--- src/rtl/wfs_pkg.sv ---
// Shared constants and types for the wall-following PD steering block.
package wfs_pkg;

	// Default reading width in bits (unsigned, four fractional bits)
	localparam int DISTANCE_BITS_DEF = 14;

	// Configuration port
	localparam int CFG_INDEX_W = 3;
	localparam int CFG_DATA_W  = 12;

	localparam logic [CFG_INDEX_W-1:0] REG_P_GAIN     = 3'd0;
	localparam logic [CFG_INDEX_W-1:0] REG_D_GAIN     = 3'd1;
	localparam logic [CFG_INDEX_W-1:0] REG_BASE_SPEED = 3'd2;
	localparam logic [CFG_INDEX_W-1:0] REG_MAX_SPEED  = 3'd3;
	localparam logic [CFG_INDEX_W-1:0] REG_SETPOINT   = 3'd4;

	// Register reset values
	localparam logic [11:0] P_GAIN_RST     = 12'd256;
	localparam logic [11:0] D_GAIN_RST     = 12'd0;
	localparam logic [11:0] BASE_SPEED_RST = 12'd96;
	localparam logic [11:0] MAX_SPEED_RST  = 12'd160;
	localparam logic [9:0]  SETPOINT_RST   = 10'd256;

	// Distance thresholds, in 1/16 units
	localparam int LEFT_CLAMP = 800;
	localparam int NEAR_LIMIT = 208;
	localparam int TURN_FL    = 288;
	localparam int TURN_FR    = 352;
	localparam int TURN_LEFT  = 608;
	localparam int KEEP_FL    = 528;
	localparam int KEEP_FR    = 704;
	localparam int KEEP_LEFT  = 576;
	localparam int FAR_LEFT   = 640;

	// Fixed turn velocities, in 1/16 units
	localparam logic signed [15:0] TURN_VEL_L = 16'sd80;
	localparam logic signed [15:0] TURN_VEL_R = -16'sd16;

	// Steering term width (clamped PD terms fit in 14 bits signed)
	localparam int TERM_W = 14;

	// Reciprocals for division by 5 and 6, scaled by 2^RECIP_SHIFT and rounded up
	localparam int RECIP_SHIFT = 16;
	localparam logic [TERM_W-1:0] RECIP5 = 14'd13108;
	localparam logic [TERM_W-1:0] RECIP6 = 14'd10923;

	// Drive mode codes as seen on the output
	typedef enum logic [2:0] {
		MODE_REVERSE  = 3'd0,
		MODE_TURNING  = 3'd1,
		MODE_TURN_END = 3'd2,
		MODE_FAR      = 3'd3,
		MODE_RECEDE   = 3'd4,
		MODE_NORMAL   = 3'd5
	} mode_t;

	// Correction divisor selection
	typedef enum logic [1:0] {
		SCALE_1 = 2'd0,
		SCALE_5 = 2'd1,
		SCALE_6 = 2'd2
	} scale_t;

endpackage

--- src/rtl/wfs_scale.sv ---
// Signed steering term divided by 1, 5 or 6, truncating toward zero.
module wfs_scale (
	input  logic signed [wfs_pkg::TERM_W-1:0] term,
	input  wfs_pkg::scale_t                   sel,
	output logic signed [wfs_pkg::TERM_W-1:0] quot
);

	localparam int W = wfs_pkg::TERM_W;

	logic         neg;
	logic [W-1:0] mag;
	logic [2*W-1:0] prod5;
	logic [2*W-1:0] prod6;
	logic [W-1:0] q5;
	logic [W-1:0] q6;
	logic [W-1:0] qmag;

	// Work on the magnitude so that truncation goes toward zero
	assign neg = term[W-1];
	assign mag = neg ? W'(-term) : W'(term);

	// Multiply by the rounded-up reciprocal and drop the fraction
	assign prod5 = (2*W)'(mag) * (2*W)'(wfs_pkg::RECIP5);
	assign prod6 = (2*W)'(mag) * (2*W)'(wfs_pkg::RECIP6);
	assign q5 = W'(prod5 >> wfs_pkg::RECIP_SHIFT);
	assign q6 = W'(prod6 >> wfs_pkg::RECIP_SHIFT);

	// Pick the divisor and restore the sign
	always_comb begin
		unique case (sel)
			wfs_pkg::SCALE_5: qmag = q5;
			wfs_pkg::SCALE_6: qmag = q6;
			default:          qmag = mag;
		endcase
		quot = neg ? $signed(W'(-qmag)) : $signed(qmag);
	end

endmodule

--- src/rtl/wall_follow_pd_steering.sv ---
// Top level of the wall-following PD steering block.
// Takes one set of three distance readings per transfer and returns one set of wheel
// velocities and a drive mode per transfer. The block accepts a new item in every cycle
// unless a stalled output has filled the pipeline, and each result passes through four
// registers on its way to the outputs: an input register, a register after the two gain
// multipliers, a register after rounding and clamping of the steering terms, and the
// output register after the divide-by-constant multipliers and the mode select. Bubbles
// collapse, so input transfers continue while a result is stalled until all four
// registers are full. The previous error and the turn flag are updated as an item leaves
// the input register; the held velocities are the contents of the output register, zero
// after reset.
module wall_follow_pd_steering #(
	parameter int DISTANCE_BITS = wfs_pkg::DISTANCE_BITS_DEF
) (
	input  logic                              clk,
	input  logic                              arst_n,
	input  logic                              cfg_we,
	input  logic [wfs_pkg::CFG_INDEX_W-1:0]   cfg_index,
	input  logic [wfs_pkg::CFG_DATA_W-1:0]    cfg_data,
	input  logic                              in_valid,
	output logic                              in_stall,
	input  logic [DISTANCE_BITS-1:0]          left_distance,
	input  logic [DISTANCE_BITS-1:0]          front_left_distance,
	input  logic [DISTANCE_BITS-1:0]          front_right_distance,
	output logic                              out_valid,
	input  logic                              out_stall,
	output logic signed [15:0]                left_velocity,
	output logic signed [15:0]                right_velocity,
	output logic [2:0]                        drive_mode
);

	// Compare width: holds four times a reading and every threshold
	localparam int CW = (DISTANCE_BITS + 2 > 11) ? DISTANCE_BITS + 2 : 11;
	localparam int TW = wfs_pkg::TERM_W;

	// Configuration registers
	logic [11:0] p_gain_q;
	logic [11:0] d_gain_q;
	logic [11:0] base_speed_q;
	logic [11:0] max_speed_q;
	logic [9:0]  setpoint_q;

	// Controller state
	logic signed [11:0] prev_error_q;
	logic               turn_q;

	// Pipeline registers
	logic                     valid_s1, valid_s2, valid_s3;
	logic [DISTANCE_BITS-1:0] left_s1, fl_s1, fr_s1;
	logic signed [24:0]       p_prod_s2, d_prod_s2;
	wfs_pkg::mode_t           mode_s2, mode_s3;
	logic signed [TW-1:0]     l_term_s3, r_term_s3;

	// Output register (also the held velocities)
	logic                 out_valid_q;
	logic signed [15:0]   lv_q, rv_q;
	wfs_pkg::mode_t       mode_q;

	// Flow control
	logic out_free, s3_free, s2_free, s1_free;

	// Stage 1 logic
	logic [CW-1:0]      left_ext, fl_ext, fr_ext;
	logic [9:0]         left_c;
	logic signed [11:0] perror, derror;
	logic               near, turn_start, turn_keep;
	wfs_pkg::mode_t     mode_d;
	logic               turn_d;

	// Stage 2 logic
	logic signed [25:0] pd_sum;
	logic signed [17:0] err, bs, b2, l_full, r_full;

	// Stage 3 logic
	wfs_pkg::scale_t      scale_sel;
	logic signed [TW-1:0] l_quot, r_quot;
	logic signed [15:0]   base16, lv_d, rv_d;

	// Write configuration registers
	always_ff @(posedge clk or negedge arst_n) begin
		if (!arst_n) begin
			p_gain_q     <= wfs_pkg::P_GAIN_RST;
			d_gain_q     <= wfs_pkg::D_GAIN_RST;
			base_speed_q <= wfs_pkg::BASE_SPEED_RST;
			max_speed_q  <= wfs_pkg::MAX_SPEED_RST;
			setpoint_q   <= wfs_pkg::SETPOINT_RST;
		end else if (cfg_we) begin
			unique case (cfg_index)
				wfs_pkg::REG_P_GAIN:     p_gain_q     <= cfg_data;
				wfs_pkg::REG_D_GAIN:     d_gain_q     <= cfg_data;
				wfs_pkg::REG_BASE_SPEED: base_speed_q <= cfg_data;
				wfs_pkg::REG_MAX_SPEED:  max_speed_q  <= cfg_data;
				wfs_pkg::REG_SETPOINT:   setpoint_q   <= cfg_data[9:0];
				default: ;
			endcase
		end
	end

	// Advance a stage when its slot is empty or its contents move on
	assign out_free = !out_valid_q || !out_stall;
	assign s3_free  = !valid_s3 || out_free;
	assign s2_free  = !valid_s2 || s3_free;
	assign s1_free  = !valid_s1 || s2_free;
	assign in_stall = !s1_free;

	always_ff @(posedge clk or negedge arst_n) begin
		if (!arst_n) begin
			valid_s1    <= 1'b0;
			valid_s2    <= 1'b0;
			valid_s3    <= 1'b0;
			out_valid_q <= 1'b0;
		end else begin
			if (s1_free)  valid_s1    <= in_valid;
			if (s2_free)  valid_s2    <= valid_s1;
			if (s3_free)  valid_s3    <= valid_s2;
			if (out_free) out_valid_q <= valid_s3;
		end
	end

	// Capture readings on an input transfer
	always_ff @(posedge clk) begin
		if (s1_free && in_valid) begin
			left_s1 <= left_distance;
			fl_s1   <= front_left_distance;
			fr_s1   <= front_right_distance;
		end
	end

	// Clamp the left reading and form the proportional and derivative errors
	assign left_ext = CW'(left_s1);
	assign fl_ext   = CW'(fl_s1);
	assign fr_ext   = CW'(fr_s1);
	assign left_c   = (left_ext > CW'(wfs_pkg::LEFT_CLAMP)) ?
		10'(wfs_pkg::LEFT_CLAMP) : left_ext[9:0];
	assign perror   = $signed({2'b00, left_c}) - $signed({2'b00, setpoint_q});
	assign derror   = perror - prev_error_q;

	// Obstacle and turn conditions
	assign near = (fl_ext < CW'(wfs_pkg::NEAR_LIMIT)) || (fr_ext < CW'(wfs_pkg::NEAR_LIMIT));
	assign turn_start = (fl_ext < CW'(wfs_pkg::TURN_FL))
		&& ((fr_ext < CW'(wfs_pkg::TURN_FR)) || (fr_ext > (fl_ext << 2)))
		&& (left_ext < CW'(wfs_pkg::TURN_LEFT));
	assign turn_keep = (fl_ext < CW'(wfs_pkg::KEEP_FL))
		&& ((fr_ext < CW'(wfs_pkg::KEEP_FR)) || (fr_ext > (fl_ext << 1)))
		&& (left_ext < CW'(wfs_pkg::KEEP_LEFT));

	// Decide the drive mode and the next turn flag
	always_comb begin
		turn_d = turn_q;
		if (near) begin
			mode_d = wfs_pkg::MODE_REVERSE;
		end else if (turn_start || turn_q) begin
			if (turn_keep) begin
				mode_d = wfs_pkg::MODE_TURNING;
				turn_d = 1'b1;
			end else begin
				mode_d = wfs_pkg::MODE_TURN_END;
				turn_d = 1'b0;
			end
		end else if ((derror == 12'sd0) && (left_ext > CW'(wfs_pkg::FAR_LEFT))) begin
			mode_d = wfs_pkg::MODE_FAR;
		end else if (derror > 12'sd0) begin
			mode_d = wfs_pkg::MODE_RECEDE;
		end else begin
			mode_d = wfs_pkg::MODE_NORMAL;
		end
	end

	// Update controller state as an item leaves stage 1
	always_ff @(posedge clk or negedge arst_n) begin
		if (!arst_n) begin
			prev_error_q <= '0;
			turn_q       <= 1'b0;
		end else if (s2_free && valid_s1) begin
			prev_error_q <= perror;
			turn_q       <= turn_d;
		end
	end

	// Multiply by the gains
	always_ff @(posedge clk) begin
		if (s2_free && valid_s1) begin
			p_prod_s2 <= 25'($signed({1'b0, p_gain_q})) * 25'(perror);
			d_prod_s2 <= 25'($signed({1'b0, d_gain_q})) * 25'(derror);
			mode_s2   <= mode_d;
		end
	end

	// Round the Q8 sum half up and clamp it into the two steering terms
	assign pd_sum = {p_prod_s2[24], p_prod_s2} - {d_prod_s2[24], d_prod_s2} + 26'sd128;
	assign err    = pd_sum[25:8];
	assign bs     = $signed({6'd0, base_speed_q});
	assign b2     = $signed({5'd0, base_speed_q, 1'b0});

	always_comb begin
		l_full = err;
		r_full = err;
		if (err > b2) l_full = b2;
		if (err > bs) r_full = bs;
		if (err < -bs) l_full = -bs;
		if (err < -b2) r_full = -b2;
	end

	always_ff @(posedge clk) begin
		if (s3_free && valid_s2) begin
			l_term_s3 <= l_full[TW-1:0];
			r_term_s3 <= r_full[TW-1:0];
			mode_s3   <= mode_s2;
		end
	end

	// Scale the corrections for the gentle modes
	always_comb begin
		case (mode_s3)
			wfs_pkg::MODE_FAR:    scale_sel = wfs_pkg::SCALE_5;
			wfs_pkg::MODE_RECEDE: scale_sel = wfs_pkg::SCALE_6;
			default:              scale_sel = wfs_pkg::SCALE_1;
		endcase
	end

	wfs_scale u_scale_l (
		.term (l_term_s3),
		.sel  (scale_sel),
		.quot (l_quot)
	);

	wfs_scale u_scale_r (
		.term (r_term_s3),
		.sel  (scale_sel),
		.quot (r_quot)
	);

	// Select the wheel velocities for the mode
	assign base16 = $signed({4'd0, base_speed_q});

	always_comb begin
		case (mode_s3)
			wfs_pkg::MODE_REVERSE: begin
				lv_d = -$signed({4'd0, max_speed_q});
				rv_d = lv_d;
			end
			wfs_pkg::MODE_TURNING: begin
				lv_d = wfs_pkg::TURN_VEL_L;
				rv_d = wfs_pkg::TURN_VEL_R;
			end
			wfs_pkg::MODE_TURN_END: begin
				lv_d = lv_q;
				rv_d = rv_q;
			end
			default: begin
				lv_d = base16 - {{(16-TW){l_quot[TW-1]}}, l_quot};
				rv_d = base16 + {{(16-TW){r_quot[TW-1]}}, r_quot};
			end
		endcase
	end

	// Load the result; it also serves as the held velocities
	always_ff @(posedge clk or negedge arst_n) begin
		if (!arst_n) begin
			lv_q   <= '0;
			rv_q   <= '0;
			mode_q <= wfs_pkg::MODE_REVERSE;
		end else if (out_free && valid_s3) begin
			lv_q   <= lv_d;
			rv_q   <= rv_d;
			mode_q <= mode_s3;
		end
	end

	assign out_valid      = out_valid_q;
	assign left_velocity  = lv_q;
	assign right_velocity = rv_q;
	assign drive_mode     = mode_q;

	// A turn starts only with an item that took the turning mode
	a_turn_rise: assert property (@(posedge clk) disable iff (!arst_n)
		$rose(turn_q) |-> valid_s2 && (mode_s2 == wfs_pkg::MODE_TURNING))
		else $error("turn flag set without a turning item");

	// A turn ends only with an item that took the turn-end mode
	a_turn_fall: assert property (@(posedge clk) disable iff (!arst_n)
		$fell(turn_q) |-> valid_s2 && (mode_s2 == wfs_pkg::MODE_TURN_END))
		else $error("turn flag cleared without a turn-end item");

	// Reverse drives both wheels alike
	a_reverse: assert property (@(posedge clk) disable iff (!arst_n)
		out_valid && (drive_mode == wfs_pkg::MODE_REVERSE) |-> left_velocity == right_velocity)
		else $error("reverse result with unequal wheel velocities");

	// A turn-end result repeats the previous result's velocities
	a_turn_end_hold: assert property (@(posedge clk) disable iff (!arst_n)
		out_free && valid_s3 && (mode_s3 == wfs_pkg::MODE_TURN_END)
		|=> $stable(left_velocity) && $stable(right_velocity))
		else $error("turn-end result changed the held velocities");

endmodule

--- config.mk ---
export PLATFORM = sky130hd
export DESIGN_NAME = wall_follow_pd_steering
export DESIGN_NICKNAME = d
export VERILOG_FILES = /design/src/rtl/wfs_pkg.sv /design/src/rtl/wfs_scale.sv /design/src/rtl/wall_follow_pd_steering.sv
export SDC_FILE = /design/constraint.sdc
export NUM_CORES = 2
export LEC_CHECK = 0
export BUFFER_PORTS_ARGS = -buffer_cell sky130_fd_sc_hd__buf_2
export CORE_ASPECT_RATIO = 0.6
export CORE_MARGIN = 10
export CORE_UTILIZATION = 66
export DETAILED_ROUTE_END_ITERATION = 7
export PLACE_DENSITY = 0.82
export SLEW_MARGIN = 40
export SYNTH_ARGS = -nofsm -noshare
export SYNTH_HDL_FRONTEND = slang
export SYNTH_SLANG_ARGS = --single-unit
--- constraint.sdc ---
create_clock -name clk -period 12.6 [get_ports clk]
set_input_delay 0 -clock clk [delete_from_list [all_inputs] [get_ports clk]]
set_output_delay 0 -clock clk [all_outputs]
set_load 0.02 [all_outputs]
==> flow_metrics.py <==
metrics = {
    "status": {
        "status": "finished, violations left",
        "violations": "negative hold slack",
    },
    "critical_path": {
        "critPathRequiredTime_ns": 12.91,
        "r2r_cells": 36,
        "cp_data_arrival_time_ns": 10.97,
        "crit_slowest_cell": "fa_1",
        "path_class": "register to register",
        "crit_buf_inv": 5,
        "cp_top_family": "adder cells",
        "critPathLaunchType": "register",
        "slowest_delay_ns": 0.66,
        "cp.depth": 36,
        "endpoint_kind": "register",
        "cp_max_fo": 16,
    },
    "route": {
        "drt-initial-drc-count": 3833,
        "drc": 0,
        "vias_per_cell": 6.17,
        "wirelength_mm": 109,
        "wl_per_cell_um": 21.8,
        "num_vias": 30700,
        "antenna_left": 0,
        "dr.pass1.iters": 7,
    },
    "layout": {
        "nets": 5320,
        "utilization_pct": 72.5,
        "area.growth.synth_to_final_pct": 8.16,
        "drive_gt1_share_pct": 7.22,
        "nFillCells": 4054,
    },
    "sta": {
        "fin_crit_sh_pct": 84.6,
        "worstMarginPinSlew_ns": 0.943,
        "skew_ns": 0.0268,
        "worst_slack_ns": 1.94,
        "relSlewSlack_pct": 36.3,
        "fmax_ghz": 0.0938,
        "tns_ns": 0,
        "rsz0062_at_grt": "false",
        "hold_viol": 34,
        "hold_slack_ns": -0.0307,
        "drv_slew": 0,
        "final-setup-viol-count": 0,
        "min_period_ns": 10.66,
    },
    "cts": {
        "root_buffer": "clkbuf_16",
        "htree_num_levels": 1,
        "cts_buffer_depth": 3,
        "clk-insertion-delay-late_ns": 0.58,
        "numCtsBuffers": 25,
        "cts_tree": "built",
        "clock_sink_count": 234,
        "post_cts.repair.setup_buffers": 0,
        "clkSlewWorstSetupHoldPaths_ns": 0.07,
    },
    "grt": {
        "grt_pass1_wl_mm": 172,
        "use_met1_pct": 47.5,
        "grt_max_degree": 72,
        "globalRouteMet2Util_pct": 42.7,
        "antenna_found_initial": 2,
        "grt_overflow_total": 0,
        "grt_pass1_vias": 30000,
        "busiest_layer": "met1",
        "grt_use_total_pct": 32.3,
        "met3_usage_pct": 13.1,
    },
    "synth": {
        "synth_cell_type_count": 85,
        "synthMuxAreaShare_pct": 1.66,
        "synth_top_family_by_area": "adder cells",
        "avgSynthCellArea_um2": 9.30,
        "yosysWarnings": 0,
        "syn_area_mm2": 0.0377,
        "synth_top_area_share_pct": 22.1,
        "synth-xor-area-share_pct": 3.72,
        "async_flop_share_pct": 46.6,
        "synth_ff_type": "edfxtp_1",
        "synth-seq-area-share_pct": 17.2,
        "synthSimpleGateAreaFrac_pct": 13.6,
        "netlist_top_cells_area": "ha_1 22%, fa_1 22%, edfxtp_1 10%",
        "yosys.area.top_type": "ha_1",
        "synthAdderAreaFrac_pct": 43.6,
        "syn_nets": 5181,
        "ys_seq_elements": 234,
        "synth_compound_gate_area_share_pct": 11.8,
        "synth-edff-count": 125,
        "synthCells": 4050,
    },
    "place": {
        "portBuffers": 98,
        "place_ws_ns": 2.37,
        "place_hpwl_mm": 88.0,
        "gp_congestion": 1.01,
    },
    "floorplan": {
        "start_util_pct": 67.0,
        "die_width_um": 328,
        "die-height_um": 205,
        "core-area_mm2": 0.0562,
        "rows": 67,
        "pin_count": 99,
        "die-area_mm2": 0.0673,
    },
    "run": {
        "maxCapViolCount": 0,
    },
    "worst_hold_path": {
        "hp-class": "input port to async pin",
    },
}
==> per-layer routing <==
metal / wire, um / up-vias
li1: - / 13900
met1: 47300 / 14800
met2: 41500 / 1790
met3: 16400 / 201
met4: 3210 / 8
met5: 202 / -
==> placed cells by master, fill, tap and decap left out, drive strengths merged, types with 60 or more instances in the layout <==
cell type	synthesis	routed
a21oi	147	147
and2	119	119
xnor2	108	108
nand2	308	308
nor3	65	65
o21ai	157	157
dlygate4sd3	0	60
buf	5	152
inv	741	745
dfrtp	103	103
fa	405	405
ha	664	664
nor2	188	188
edfxtp	125	125
a21o	67	67
==> worst register-to-register path: cells and delay by family (launching register included) <==
kind / cells / cell delay [ns]
xor+xnor: 1 / 0.15
fa+ha+maj: 9 / 4.14
compound gates: 15 / 3.70
simple gates: 6 / 1.60
flops: 1 / 0.39
buf+inv: 5 / 0.43
==> logic make-up after synthesis <==
| family | after synthesis |
|---|---|
| AO/OA/AOI/OAI | 671 |
| XOR/XNOR | 159 |
| adder cells (fa/ha/maj) | 1069 |
| buffers and inverters | 842 |
| flip-flops | 234 |
| multiplexers | 57 |
| AND/OR/NAND/NOR | 1018 |
==> through the flow <==
step                      area (um2)  cells
after floorplan                37700   4050
after global placement         39200   4858
after detailed placement       39200   4859
after CTS                      40700   4965
after global routing           40700   4967
final                          40700   4970
==> worst paths after layout <==
check                                          from                        endpoint  slack, ns
setup reg to reg              left_s1[12]$_DFFE_PP_         d_prod_s2[23]$_DFFE_PP_       1.94
hold reg to reg            mode_s2[2]$_SDFFCE_PP0P_            mode_s3[2]$_DFFE_PP_       0.42
min in group clk                             cfg_we       setpoint_q[8]$_DFFE_PN1P_       0.04
max in group asynchronous                    arst_n        d_gain_q[11]$_DFFE_PN0P_      11.39
hold / removal                               arst_n  right_velocity[14]$_DFFE_PN0P_      -0.03
setup / recovery              left_s1[12]$_DFFE_PP_         d_prod_s2[23]$_DFFE_PP_       1.94
==> cell usage after synthesis (32+ instances only) <==
cell	instances
and3_1	32
and2_1	119
o21a_1	39
o21ai_0	153
clkbuf_1	95
inv_1	741
a21oi_1	147
nand2_1	307
xor2_1	51
fa_1	405
nand2b_1	49
xnor2_1	107
dfrtp_1	103
nor2b_1	49
edfxtp_1	125
nor2_1	188
nand3_1	55
ha_1	664
a21o_1	67
nor3_1	64
mux2_2	44
==> sequential cells by signal, summed over array words and instances, names as in the netlist, 3 cells and up <==
signal          flops
base_speed_q       12
prev_error_q       11
l_term_s3          14
d_prod_s2          25
left_velocity      16
p_gain_q           12
fr_s1              14
mode_s2             3
max_speed_q        12
p_prod_s2          24
mode_s3             3
setpoint_q         10
drive_mode          3
r_term_s3          14
left_s1            14
right_velocity     16
d_gain_q           12
fl_s1              14
==> cell type report <==
type	instances	area [um2]	share of cell area, %
sequential	234	6490	15.9
clock inverter	11	124	0.304
timing repair buffer	212	1510	3.71
inverter	742	2790	6.84
clock buffer	35	736	1.81
multi-input combinational	2974	28100	69.1
tap	759	950	2.33
antenna	3	7.51	0.0184
==> what timing repair did <==
item,4_1_cts,5_1_grt
hold buffers,60,0
endpoints found under the hold margin,159,0
endpoints found under the setup margin,0,0
gates resized for setup,0,0
Power is not shown: default switching activity piles up to over one toggle a cycle in this logic, so the estimate is an artifact.
